## config.mk

```make
export PLATFORM = sky130hd
export DESIGN_NAME = vertex_directional_lighting
export DESIGN_NICKNAME = d
export VERILOG_FILES = /design/src/rtl/vdl_pkg.sv /design/src/rtl/vdl_intensity.sv /design/src/rtl/vdl_shade.sv /design/src/rtl/vertex_directional_lighting.sv
export SDC_FILE = /design/constraint.sdc
export NUM_CORES = 2
export LEC_CHECK = 0
export ABC_CLOCK_PERIOD_IN_PS = 8200
export BUFFER_PORTS_ARGS = -buffer_cell sky130_fd_sc_hd__buf_2
export CAP_MARGIN = 20
export CORE_ASPECT_RATIO = 1.4
export CORE_MARGIN = 2
export CORE_UTILIZATION = 65
export CTS_BUF_LIST = sky130_fd_sc_hd__clkbuf_4 sky130_fd_sc_hd__clkbuf_8 sky130_fd_sc_hd__clkbuf_16
export DETAILED_ROUTE_END_ITERATION = 8
export HOLD_SLACK_MARGIN = 0.12
export PLACE_DENSITY = 0.82
export SYNTH_ARGS = -nofsm -noshare
export SYNTH_HDL_FRONTEND = slang
export SYNTH_SLANG_ARGS = --single-unit
```

## constraint.sdc

```tcl
create_clock -name clk_i -period 8.2 [get_ports clk_i]
set_clock_uncertainty 0.1 [all_clocks]
set_input_delay 0 -clock clk_i [delete_from_list [all_inputs] [get_ports clk_i]]
set_output_delay 0 -clock clk_i [all_outputs]
set_load 0.02 [all_outputs]
```

## src/rtl/vdl_pkg.sv

```systemverilog
// Shared types and constants of the vertex directional lighting block.
// Used by vdl_intensity, vdl_shade, the top level and its checker; depends on nothing.
package vdl_pkg;

  localparam int IntensityW = 24;
  localparam logic [IntensityW-1:0] IntensityMax = 24'hFF_FFFF;
  localparam int ColorW = 24;
  localparam int ChanW = 8;
  localparam int NumChan = 3;
  localparam logic [ChanW-1:0] Alpha = 8'hFF;
  localparam logic [ChanW-1:0] ChanMax = 8'hFF;
  localparam int OutDataW = 32;
  localparam int CfgDataW = 24;
  localparam int CfgIdxW = 3;

  typedef enum logic [CfgIdxW-1:0] {
    REG_AMBIENT = 3'd0,
    REG_DIFFUSE = 3'd1,
    REG_DIR_X   = 3'd2,
    REG_DIR_Y   = 3'd3,
    REG_DIR_Z   = 3'd4
  } vdl_reg_e;

endpackage

```

## src/rtl/vdl_intensity.sv

```systemverilog
// Four-stage pipeline that turns a normal and the light direction into a 24-bit intensity.
// Depends on vdl_pkg.
module vdl_intensity #(
  parameter int COMPONENT_WIDTH = 16
) (
  input  logic                                    clk_i,
  input  logic                                    rst_ni,
  input  logic                                    in_valid_i,
  output logic                                    in_ready_o,
  input  logic signed [COMPONENT_WIDTH-1:0]       normal_x_i,
  input  logic signed [COMPONENT_WIDTH-1:0]       normal_y_i,
  input  logic signed [COMPONENT_WIDTH-1:0]       normal_z_i,
  input  logic signed [COMPONENT_WIDTH-1:0]       dir_x_i,
  input  logic signed [COMPONENT_WIDTH-1:0]       dir_y_i,
  input  logic signed [COMPONENT_WIDTH-1:0]       dir_z_i,
  output logic                                    out_valid_o,
  input  logic                                    out_ready_i,
  output logic [vdl_pkg::IntensityW-1:0]          intensity_o
);

  localparam int ProdW = 2 * COMPONENT_WIDTH;
  localparam int DotW = ProdW + 2;
  localparam int DotFrac = 2 * (COMPONENT_WIDTH - 2);
  localparam int ScaleW = DotFrac + vdl_pkg::IntensityW;

  logic v1_q, v2_q, v3_q, v4_q;
  logic en1, en2, en3, en4;

  logic signed [ProdW-1:0] px_q, py_q, pz_q;
  logic signed [DotW-1:0]  dot_q;
  logic [DotW-1:0]         dot_abs;
  logic [DotFrac-1:0]      frac_q;
  logic                    sat_q;
  logic [ScaleW-1:0]       scaled;
  logic [vdl_pkg::IntensityW-1:0] intensity_d, intensity_q;

  // Each stage moves when it is empty or the stage after it moves.
  assign en4 = !v4_q || out_ready_i;
  assign en3 = !v3_q || en4;
  assign en2 = !v2_q || en3;
  assign en1 = !v1_q || en2;
  assign in_ready_o = en1;

  always_ff @(posedge clk_i or negedge rst_ni) begin
    if (!rst_ni) begin
      v1_q <= 1'b0;
      v2_q <= 1'b0;
      v3_q <= 1'b0;
      v4_q <= 1'b0;
    end else begin
      if (en1) v1_q <= in_valid_i;
      if (en2) v2_q <= v1_q;
      if (en3) v3_q <= v2_q;
      if (en4) v4_q <= v3_q;
    end
  end

  assign dot_abs = dot_q[DotW-1] ? (~dot_q + 1'b1) : dot_q;

  // (u * 0xFFFFFF) >> frac written as ((u << 24) - u) >> frac.
  assign scaled = {frac_q, {vdl_pkg::IntensityW{1'b0}}} - ScaleW'(frac_q);
  assign intensity_d = sat_q ? vdl_pkg::IntensityMax
                             : scaled[ScaleW-1 -: vdl_pkg::IntensityW];

  always_ff @(posedge clk_i) begin
    if (en1) begin
      px_q <= normal_x_i * dir_x_i;
      py_q <= normal_y_i * dir_y_i;
      pz_q <= normal_z_i * dir_z_i;
    end
    if (en2) begin
      dot_q <= DotW'(px_q) + DotW'(py_q) + DotW'(pz_q);
    end
    if (en3) begin
      // Anything at or above 1.0 saturates the intensity.
      sat_q  <= |dot_abs[DotW-1:DotFrac];
      frac_q <= dot_abs[DotFrac-1:0];
    end
    if (en4) begin
      intensity_q <= intensity_d;
    end
  end

  assign out_valid_o = v4_q;
  assign intensity_o = intensity_q;

endmodule

```

## src/rtl/vdl_shade.sv

```systemverilog
// Two-stage color back end: clamped diffuse times intensity, then ambient add and packing.
// Depends on vdl_pkg.
module vdl_shade (
  input  logic                                 clk_i,
  input  logic                                 rst_ni,
  input  logic                                 in_valid_i,
  output logic                                 in_ready_o,
  input  logic [vdl_pkg::IntensityW-1:0]       intensity_i,
  input  logic [vdl_pkg::ColorW-1:0]           ambient_i,
  input  logic [vdl_pkg::ColorW-1:0]           diffuse_i,
  output logic                                 out_valid_o,
  input  logic                                 out_ready_i,
  output logic [vdl_pkg::OutDataW-1:0]         color_o
);

  localparam int ChanW = vdl_pkg::ChanW;
  localparam int MulW = ChanW + vdl_pkg::IntensityW;

  logic v5_q, v6_q;
  logic en5, en6;

  logic [vdl_pkg::NumChan-1:0][ChanW-1:0] dif_clamped;
  logic [vdl_pkg::NumChan-1:0][MulW-1:0]  prod;
  logic [vdl_pkg::NumChan-1:0][ChanW-1:0] lit_q;
  logic [vdl_pkg::NumChan-1:0][ChanW-1:0] chan_sum;
  logic [vdl_pkg::OutDataW-1:0]           color_q;

  assign en6 = !v6_q || out_ready_i;
  assign en5 = !v5_q || en6;
  assign in_ready_o = en5;

  always_ff @(posedge clk_i or negedge rst_ni) begin
    if (!rst_ni) begin
      v5_q <= 1'b0;
      v6_q <= 1'b0;
    end else begin
      if (en5) v5_q <= in_valid_i;
      if (en6) v6_q <= v5_q;
    end
  end

  // The clamp keeps diffuse plus ambient within one byte, so the sum never wraps.
  always_comb begin
    for (int c = 0; c < vdl_pkg::NumChan; c++) begin
      if (diffuse_i[c*ChanW +: ChanW] > (vdl_pkg::ChanMax - ambient_i[c*ChanW +: ChanW])) begin
        dif_clamped[c] = vdl_pkg::ChanMax - ambient_i[c*ChanW +: ChanW];
      end else begin
        dif_clamped[c] = diffuse_i[c*ChanW +: ChanW];
      end
      prod[c]     = MulW'(dif_clamped[c]) * MulW'(intensity_i);
      chan_sum[c] = lit_q[c] + ambient_i[c*ChanW +: ChanW];
    end
  end

  always_ff @(posedge clk_i) begin
    if (en5) begin
      for (int c = 0; c < vdl_pkg::NumChan; c++) begin
        lit_q[c] <= prod[c][MulW-1 -: ChanW];
      end
    end
    if (en6) begin
      color_q <= {vdl_pkg::Alpha, chan_sum[2], chan_sum[1], chan_sum[0]};
    end
  end

  assign out_valid_o = v6_q;
  assign color_o = color_q;

endmodule

```

## src/rtl/vertex_directional_lighting.sv

```systemverilog
// Top level of the vertex directional lighting block: configuration registers and stream ports.
// Depends on vdl_pkg, vdl_intensity and vdl_shade.

// One vertex normal enters per clock and one packed ARGB word leaves per clock when the
// output side keeps tready high. An accepted normal passes through the stages in order:
// four stages form the intensity (the three component multipliers, the sum, the absolute
// value with saturation check, and the 24-bit scaling subtract) and two form the color
// (the three channel multipliers, then the ambient add). Every stage holds its own valid
// bit and fills bubbles while the output stalls, so a full pipeline holds six words.
// Configuration registers are meant to be written only while no word is in flight.
module vertex_directional_lighting #(
  parameter int COMPONENT_WIDTH = 16,
  localparam int InDataW = ((3 * COMPONENT_WIDTH + 7) / 8) * 8
) (
  input  logic                             clk_i,
  input  logic                             rst_ni,
  input  logic                             cfg_we_i,
  input  logic [vdl_pkg::CfgIdxW-1:0]      cfg_idx_i,
  input  logic [vdl_pkg::CfgDataW-1:0]     cfg_wdata_i,
  input  logic                             s_axis_tvalid,
  output logic                             s_axis_tready,
  // Fields from bit 0 up: normal_x, normal_y, normal_z, unused padding.
  input  logic [InDataW-1:0]               s_axis_tdata,
  output logic                             m_axis_tvalid,
  input  logic                             m_axis_tready,
  // Fields from bit 0 up: packed_color.
  output logic [vdl_pkg::OutDataW-1:0]     m_axis_tdata
);

  localparam int CW = COMPONENT_WIDTH;
  localparam logic [CW-1:0] DirZReset = CW'(32'd16384);

  logic [vdl_pkg::ColorW-1:0] ambient_q, diffuse_q;
  logic signed [CW-1:0]       dir_x_q, dir_y_q, dir_z_q;

  logic                           int_valid, int_ready;
  logic [vdl_pkg::IntensityW-1:0] intensity;

  always_ff @(posedge clk_i or negedge rst_ni) begin
    if (!rst_ni) begin
      ambient_q <= '0;
      diffuse_q <= vdl_pkg::IntensityMax;
      dir_x_q   <= '0;
      dir_y_q   <= '0;
      dir_z_q   <= DirZReset;
    end else if (cfg_we_i) begin
      unique case (vdl_pkg::vdl_reg_e'(cfg_idx_i))
        vdl_pkg::REG_AMBIENT: ambient_q <= cfg_wdata_i[vdl_pkg::ColorW-1:0];
        vdl_pkg::REG_DIFFUSE: diffuse_q <= cfg_wdata_i[vdl_pkg::ColorW-1:0];
        vdl_pkg::REG_DIR_X:   dir_x_q   <= cfg_wdata_i[CW-1:0];
        vdl_pkg::REG_DIR_Y:   dir_y_q   <= cfg_wdata_i[CW-1:0];
        vdl_pkg::REG_DIR_Z:   dir_z_q   <= cfg_wdata_i[CW-1:0];
        default: ;
      endcase
    end
  end

  vdl_intensity #(
    .COMPONENT_WIDTH(COMPONENT_WIDTH)
  ) u_intensity (
    .clk_i      (clk_i),
    .rst_ni     (rst_ni),
    .in_valid_i (s_axis_tvalid),
    .in_ready_o (s_axis_tready),
    .normal_x_i (s_axis_tdata[CW-1:0]),
    .normal_y_i (s_axis_tdata[2*CW-1:CW]),
    .normal_z_i (s_axis_tdata[3*CW-1:2*CW]),
    .dir_x_i    (dir_x_q),
    .dir_y_i    (dir_y_q),
    .dir_z_i    (dir_z_q),
    .out_valid_o(int_valid),
    .out_ready_i(int_ready),
    .intensity_o(intensity)
  );

  vdl_shade u_shade (
    .clk_i      (clk_i),
    .rst_ni     (rst_ni),
    .in_valid_i (int_valid),
    .in_ready_o (int_ready),
    .intensity_i(intensity),
    .ambient_i  (ambient_q),
    .diffuse_i  (diffuse_q),
    .out_valid_o(m_axis_tvalid),
    .out_ready_i(m_axis_tready),
    .color_o    (m_axis_tdata)
  );

endmodule

```

# Yosys cells after proc, flatten, opt, wreduce, memory -nomap -nowiden
# Cells that the tools add are included.
[word_totals] ff_bits=333 output_inout_bits=34 inputBits=80
[classes] mux=4 bitwise=1 magnitude_cmp=3 n_reduce_logical=19 n_mul=6 add_sub_neg=10 n_eq_ne=4
[op_table] cell="16-bit by 16-bit multiplier with 32-bit output" count=3
[op_table] cell="8-bit by 24-bit multiplier with 32-bit output" count=3
[op_table] cell="52-bit by 28-bit subtractor with 52-bit output" count=1
[op_table] cell="33-bit by 32-bit adder with 34-bit output" count=1
[op_table] cell="34-bit by 1-bit adder with 34-bit output (second input constant)" count=1
[op_table] cell="34-bit 2-to-1 mux" count=1
[op_table] cell="34-bit inverter" count=1
[op_table] cell="32-bit by 32-bit adder with 33-bit output" count=1
[op_table] cell="8-bit adder" count=3
[op_table] cell="8-bit > comparator" count=3
[op_table] cell="8-bit 2-to-1 mux" count=3
[op_table] cell="8-bit subtractor (first input constant)" count=3
[op_table] cell="2-bit AND reduction" count=5
[op_table] cell="3-bit by 2-bit == test with 1-bit output (second input constant)" count=2
[op_table] cell="1-bit logical NOT" count=6
[op_table] cell="1-bit logical OR" count=6
[op_table] cell="6-bit OR reduction" count=1
[op_table] cell="3-bit by 1-bit == test with 1-bit output (second input constant)" count=1
[op_table] cell="3-bit == test (second input constant)" count=1
[op_table] cell="3-bit logical NOT" count=1

# Longest topological paths before layout
[logic_depth] ltp_word=7 depth_mapped=29 mapped_depth_nobuf=27

# By module
# A second synthesis with hierarchy kept.
[hier_totals] cells_unflattened=6312 area_unflattened_um2=62135.8
[modules_own_cells] mod="vdl_intensity" cells_per_inst=3932 area_per_inst_um2=38649.6 n_inst=1
[modules_own_cells] mod="vdl_shade" cells_per_inst=2173 area_per_inst_um2=19781.5 n_inst=1
[modules_own_cells] mod="vertex_directional_lighting" cells_per_inst=207 area_per_inst_um2=3704.8 n_inst=1

# Least setup slack after synthesis
# Ideal clock, no wire load.
[synth_timing] kind="reg-to-reg" start="register diffuse_q[17] (netlist bit)" end="register u_shade.lit_q[23] (netlist bit) (data pin)" setup_ns=0.174 path_slack_ns=0.968 n_path_buf=2 stages_incl_launch_ff=27 synth_period_minus_slack_ns=7.232 arrival_time_ns=6.958 cell_sequence="dfstp_2 > ha_1 > nor2b_1 > o211a_1 > o21a_1 > o31ai_1 > clkbuf_1 > nand2_1 > o21ai_0 > clkbuf_1 > and2_1 > fa_1 > fa_1 > fa_1 > inv_1 > fa_1 > inv_1 > ha_1 > and4_1 > o2111ai_1 > or4b_1 > a41o_1 > a21oi_2 > and4b_1 > or3_1 > and3_1 > a311oi_1"
[synth_lines] element="start: declaration" line_no="vertex_directional_lighting.sv:33" source="logic [vdl_pkg::ColorW-1:0] ambient_q, diffuse_q;"
[synth_lines] element="start signal: assignment" line_no="vertex_directional_lighting.sv:42" source="diffuse_q <= vdl_pkg::IntensityMax;"
[synth_lines] element="start signal: assignment" line_no="vertex_directional_lighting.sv:49" source="vdl_pkg::REG_DIFFUSE: diffuse_q <= cfg_wdata_i[vdl_pkg::ColorW-1:0];"
[synth_lines] element="end signal: indexed assignment" line_no="vdl_shade.sv:58" source="lit_q[c] <= prod[c][MulW-1 -: ChanW];"
[synth_lines] element="end: declaration" line_no="vdl_shade.sv:24" source="logic [vdl_pkg::NumChan-1:0][ChanW-1:0] lit_q;"

==> impl_summary.log <==
[metrics] status: finished clean
[metrics] endpoint arrival time on the critical path: 8040 ps
[metrics] final hold violation count: 0
[metrics] non-filler instance count after layout: 7499
[metrics] post-layout min period: slightly below 8000 ps
[metrics] number of CTS-inserted buffers: 36
[metrics] port buffer count: 105
[metrics] IO Pins: roughly 110
[metrics] TritonCTS clock tree: done
[metrics] NumNets Final: 8025
[metrics] total instance count after detailed placement: between 7000 and 8000
[metrics] vias after detailed routing: 43872
[metrics] area of the placeable core: 93900 µm²
[metrics] Setup violations, final: 0
[metrics] Crit path required time: 8460 ps
[metrics] highest clock frequency the design can meet: 128 MHz
[metrics] asr flop ratio synth: 0.306
[metrics] # DRC: 0
[metrics] vias per inst: 5.85
[metrics] Clk pin slew, worst setup/hold paths: roughly 60 ps
[metrics] headroom to the max-slew limit: 0.253
[metrics] critical path endpoint category: flop
[metrics] Area Growth Syn to Fin: 5.43%
[metrics] total of max-cap violations: 0
[metrics] largest net degree at the start of global routing: 54
[metrics] post-synthesis cell count: 6249
[metrics] global route total overflow: 0
[metrics] end point of the worst hold path: ambient_q[16]$_DFFE_PN0P_
[metrics] area leader, netlist: sky130_fd_sc_hd__fa_1
[metrics] cell at the root of the clock tree: sky130_fd_sc_hd__clkbuf_16
[metrics] top cells by area in the synthesized netlist: sky130_fd_sc_hd__fa_1, sky130_fd_sc_hd__edfxtp_1, sky130_fd_sc_hd__ha_1, sky130_fd_sc_hd__inv_1, sky130_fd_sc_hd__and2_1
[metrics] pins over their slew limit: 0
[metrics] routability congestion estimate: 0.933
[metrics] number of global-route vias before repair: 49076
[metrics] RSZ-0062 raised after global routing: no
[metrics] level count of the clock H-tree: 2
[metrics] First DRT Iteration DRCs: 2657
[metrics] number of detailed-routing iterations run before antenna repair: 8
[metrics] antenna-violating nets left: 0
[metrics] Startpoint Class: flop
[metrics] number of distinct library cells after synthesis: 86
[metrics] total global-route track usage: 0.324
[metrics] EDFF count, synth: 231
[metrics] Worst Hold Path Cells: 4
[metrics] WL final: 150000 µm
[metrics] origin of the worst min-delay path: cfg_wdata_i[16]
[metrics] insertion delay to the later sink of the worst-skew pair: 570 ps
[metrics] flops & latches, synth: between 300 and 400
[metrics] wire length of the first global-routing pass: 247000 µm
[metrics] share of cells above drive strength 1: 0.0606
[metrics] critical setup path kind: reg -> reg
[metrics] register area share after synthesis: 0.155
[metrics] FF-to-FF setup slack: 410 ps
[metrics] antenna violations before repair: 3
[metrics] share of the core filled with cells: 0.691
[metrics] count of synthesis-stage warnings from yosys: 0
[metrics] Hold Crit Class: in -> reg
[metrics] mapped cell area: between 60000 and 70000 µm²
[metrics] worst-margin pin slew: approximately 1100 ps
[metrics] HPWL after detailed placement: 119000 µm
[metrics] post-synth top area share: 0.395
[metrics] average wire per standard cell: ~20 µm
[metrics] Chip Height: 368 µm
[metrics] clock net sink count: 333
[metrics] Die Outline Area: 97100 µm²
[metrics] number of cell rows: 133
[metrics] chip width: 264 µm
[metrics] largest fanout of any net on the critical path: 12
[metrics] worst r2r dst: u_shade.lit_q[23]$_DFFE_PP_
[metrics] starting density of the core: 0.655
[metrics] Max Root-Sink Buffers: 3
[metrics] Final Cycle Share: 0.949
[metrics] Post-synth top flop: sky130_fd_sc_hd__edfxtp_1
[metrics] cell depth of the worst flop-to-flop path: 25
[metrics] FF-to-FF Start: diffuse_q[17]$_DFFE_PN1P_
[metrics] Final TNS setup: 0 ps
[metrics] Mapped Avg Cell Area: 9.84 µm²
[metrics] number of post-CTS setup repair buffers: 0
==> worst max path at each step <==
stage | start | end | slack (ps) | depth (start not counted)
2_1_floorplan | diffuse_q[17]$_DFFE_PN1P_ | u_shade.lit_q[23]$_DFFE_PP_ | 970 | 26
3_3_place_gp | diffuse_q[17]$_DFFE_PN1P_ | u_shade.lit_q[23]$_DFFE_PP_ | 640 | 25
3_5_place_dp | diffuse_q[17]$_DFFE_PN1P_ | u_shade.lit_q[23]$_DFFE_PP_ | 540 | 25
4_1_cts | diffuse_q[17]$_DFFE_PN1P_ | u_shade.lit_q[23]$_DFFE_PP_ | 480 | 25
5_1_grt | diffuse_q[12]$_DFFE_PN1P_ | u_shade.lit_q[15]$_DFFE_PP_ | 30 | 23
6_report | diffuse_q[17]$_DFFE_PN1P_ | u_shade.lit_q[23]$_DFFE_PP_ | 410 | 25
==> cells in the mapped netlist (all sizes together), types with 7 or more instances <==
| library cell | count |
|---|---|
| inv | 1275 |
| fa | 1215 |
| and2 | 737 |
| nand2 | 699 |
| ha | 475 |
| clkbuf | 241 |
| edfxtp | 231 |
| xnor2 | 155 |
| a21oi | 153 |
| o21ai | 132 |
| nor2 | 111 |
| mux2 | 86 |
| a21o | 80 |
| dfrtp | 77 |
| nand2b | 64 |
| nand3 | 48 |
| nor3 | 47 |
| xor2 | 44 |
| o21a | 27 |
| and3 | 25 |
| dfstp | 25 |
| nor2b | 24 |
| o21bai | 22 |
| nand4 | 20 |
| a211oi | 18 |
| o31ai | 17 |
| or3 | 15 |
| o211ai | 14 |
| nor4 | 11 |
| a31oi | 10 |
| or2 | 10 |
| or4 | 9 |
| a2111oi | 8 |
| a211o | 8 |
| buf | 8 |
| a21boi | 7 |
| nand3b | 7 |
==> worst max-delay path: stages, from the launching register on <==
cell and delay (ps):
sky130_fd_sc_hd__dfstp_2 550, sky130_fd_sc_hd__ha_1 230, sky130_fd_sc_hd__nor2b_1 130, sky130_fd_sc_hd__o211a_1 230
sky130_fd_sc_hd__o21a_1 200, sky130_fd_sc_hd__o31ai_2 360, sky130_fd_sc_hd__buf_4 250, sky130_fd_sc_hd__nand2_1 70
sky130_fd_sc_hd__o21ai_1 510, sky130_fd_sc_hd__and2_1 250, sky130_fd_sc_hd__fa_1 430, sky130_fd_sc_hd__fa_1 470
sky130_fd_sc_hd__fa_1 500, sky130_fd_sc_hd__inv_1 50, sky130_fd_sc_hd__fa_1 470, sky130_fd_sc_hd__inv_1 40
sky130_fd_sc_hd__ha_1 280, sky130_fd_sc_hd__and4_1 210, sky130_fd_sc_hd__o2111ai_1 180, sky130_fd_sc_hd__or4b_1 570
sky130_fd_sc_hd__a41o_1 260, sky130_fd_sc_hd__a21oi_2 130, sky130_fd_sc_hd__and4b_1 240, sky130_fd_sc_hd__or3_1 430
sky130_fd_sc_hd__and3_1 170, sky130_fd_sc_hd__a311oi_1 270
==> per-layer routing <==
layer	up-vias	part of all wire	track usage	routed length, µm
met5	-	0.00013	0	19
met4	2	0.084	0.227	12600
met3	605	0.058	0.0397	8680
met2	1721	0.52	0.587	78400
met1	22363	0.34	0.352	50300
li1	19181	-	-	-
==> logic make-up (layout without fill, tap and decap cells) <==
| family | Yosys count | after routing | synth area share |
|---|---|---|---|
| compound gates | 561 | 561 | 0.0590 |
| xor+xnor | 199 | 199 | 0.0283 |
| fa+ha+maj | 1690 | 1690 | 0.492 |
| buf+inv | 1524 | 1550 | 0.0935 |
| flops | 333 | 333 | 0.155 |
| mux | 90 | 90 | 0.0165 |
| other cells | 1 | 10 | 0.0000610 |
| simple gates | 1851 | 1851 | 0.156 |
==> state kept, by name, indices dropped and copies added (netlist names), 28 cells and up <==
| name | count |
|---|---|
| u_intensity.dot_q | 34 |
| u_intensity.py_q | 32 |
| u_intensity.pz_q | 32 |
| u_intensity.px_q | 32 |
| u_intensity.frac_q | 28 |
==> cell usage in the layout (no fill, tap or decap), drive strengths merged, types with 46 or more instances in the layout <==
master	instances
nand3	48
nor2	111
clkbuf	46
a21o	80
ha	475
fa	1215
edfxtp	231
a21oi	153
inv	1279
and2	737
nand2b	64
o21ai	132
mux2	86
xnor2	155
dfrtp	77
nand2	699
nor3	47
dlygate4sd3	47
buf	163
==> metrics by stage <==
stage	hold WS, ps	setup slack, ps	area, µm²
after floorplan	-396	968	61500
after detailed placement	16.7	539	63100
after global placement	-2.90	639	63100
final	161	414	64800
after global routing	164	30.3	64800
after CTS	134	476	64800
==> final cells by class <==
type,count,area (µm²)
Tap cell,1215,1520
Clock inverter,19,208
Sequential cell,333,9520
Inverter,1275,4790
Multi-Input combinational cell,4399,46300
Antenna cell,2,5.00
Clock buffer,46,988
Timing Repair Buffer,210,1490
Fill cell,6884,29000
==> timing repair <==
| action | CTS | global route |
|---|---|---|
| endpoints found under the hold margin | 153 | 0 |
| endpoints found under the setup margin | 0 | 2 |
| hold buffers | 48 | 0 |
| resized for setup | 0 | 2 |
Power is not shown: default switching activity piles up to over one toggle a cycle in this logic, so the estimate is an artifact.
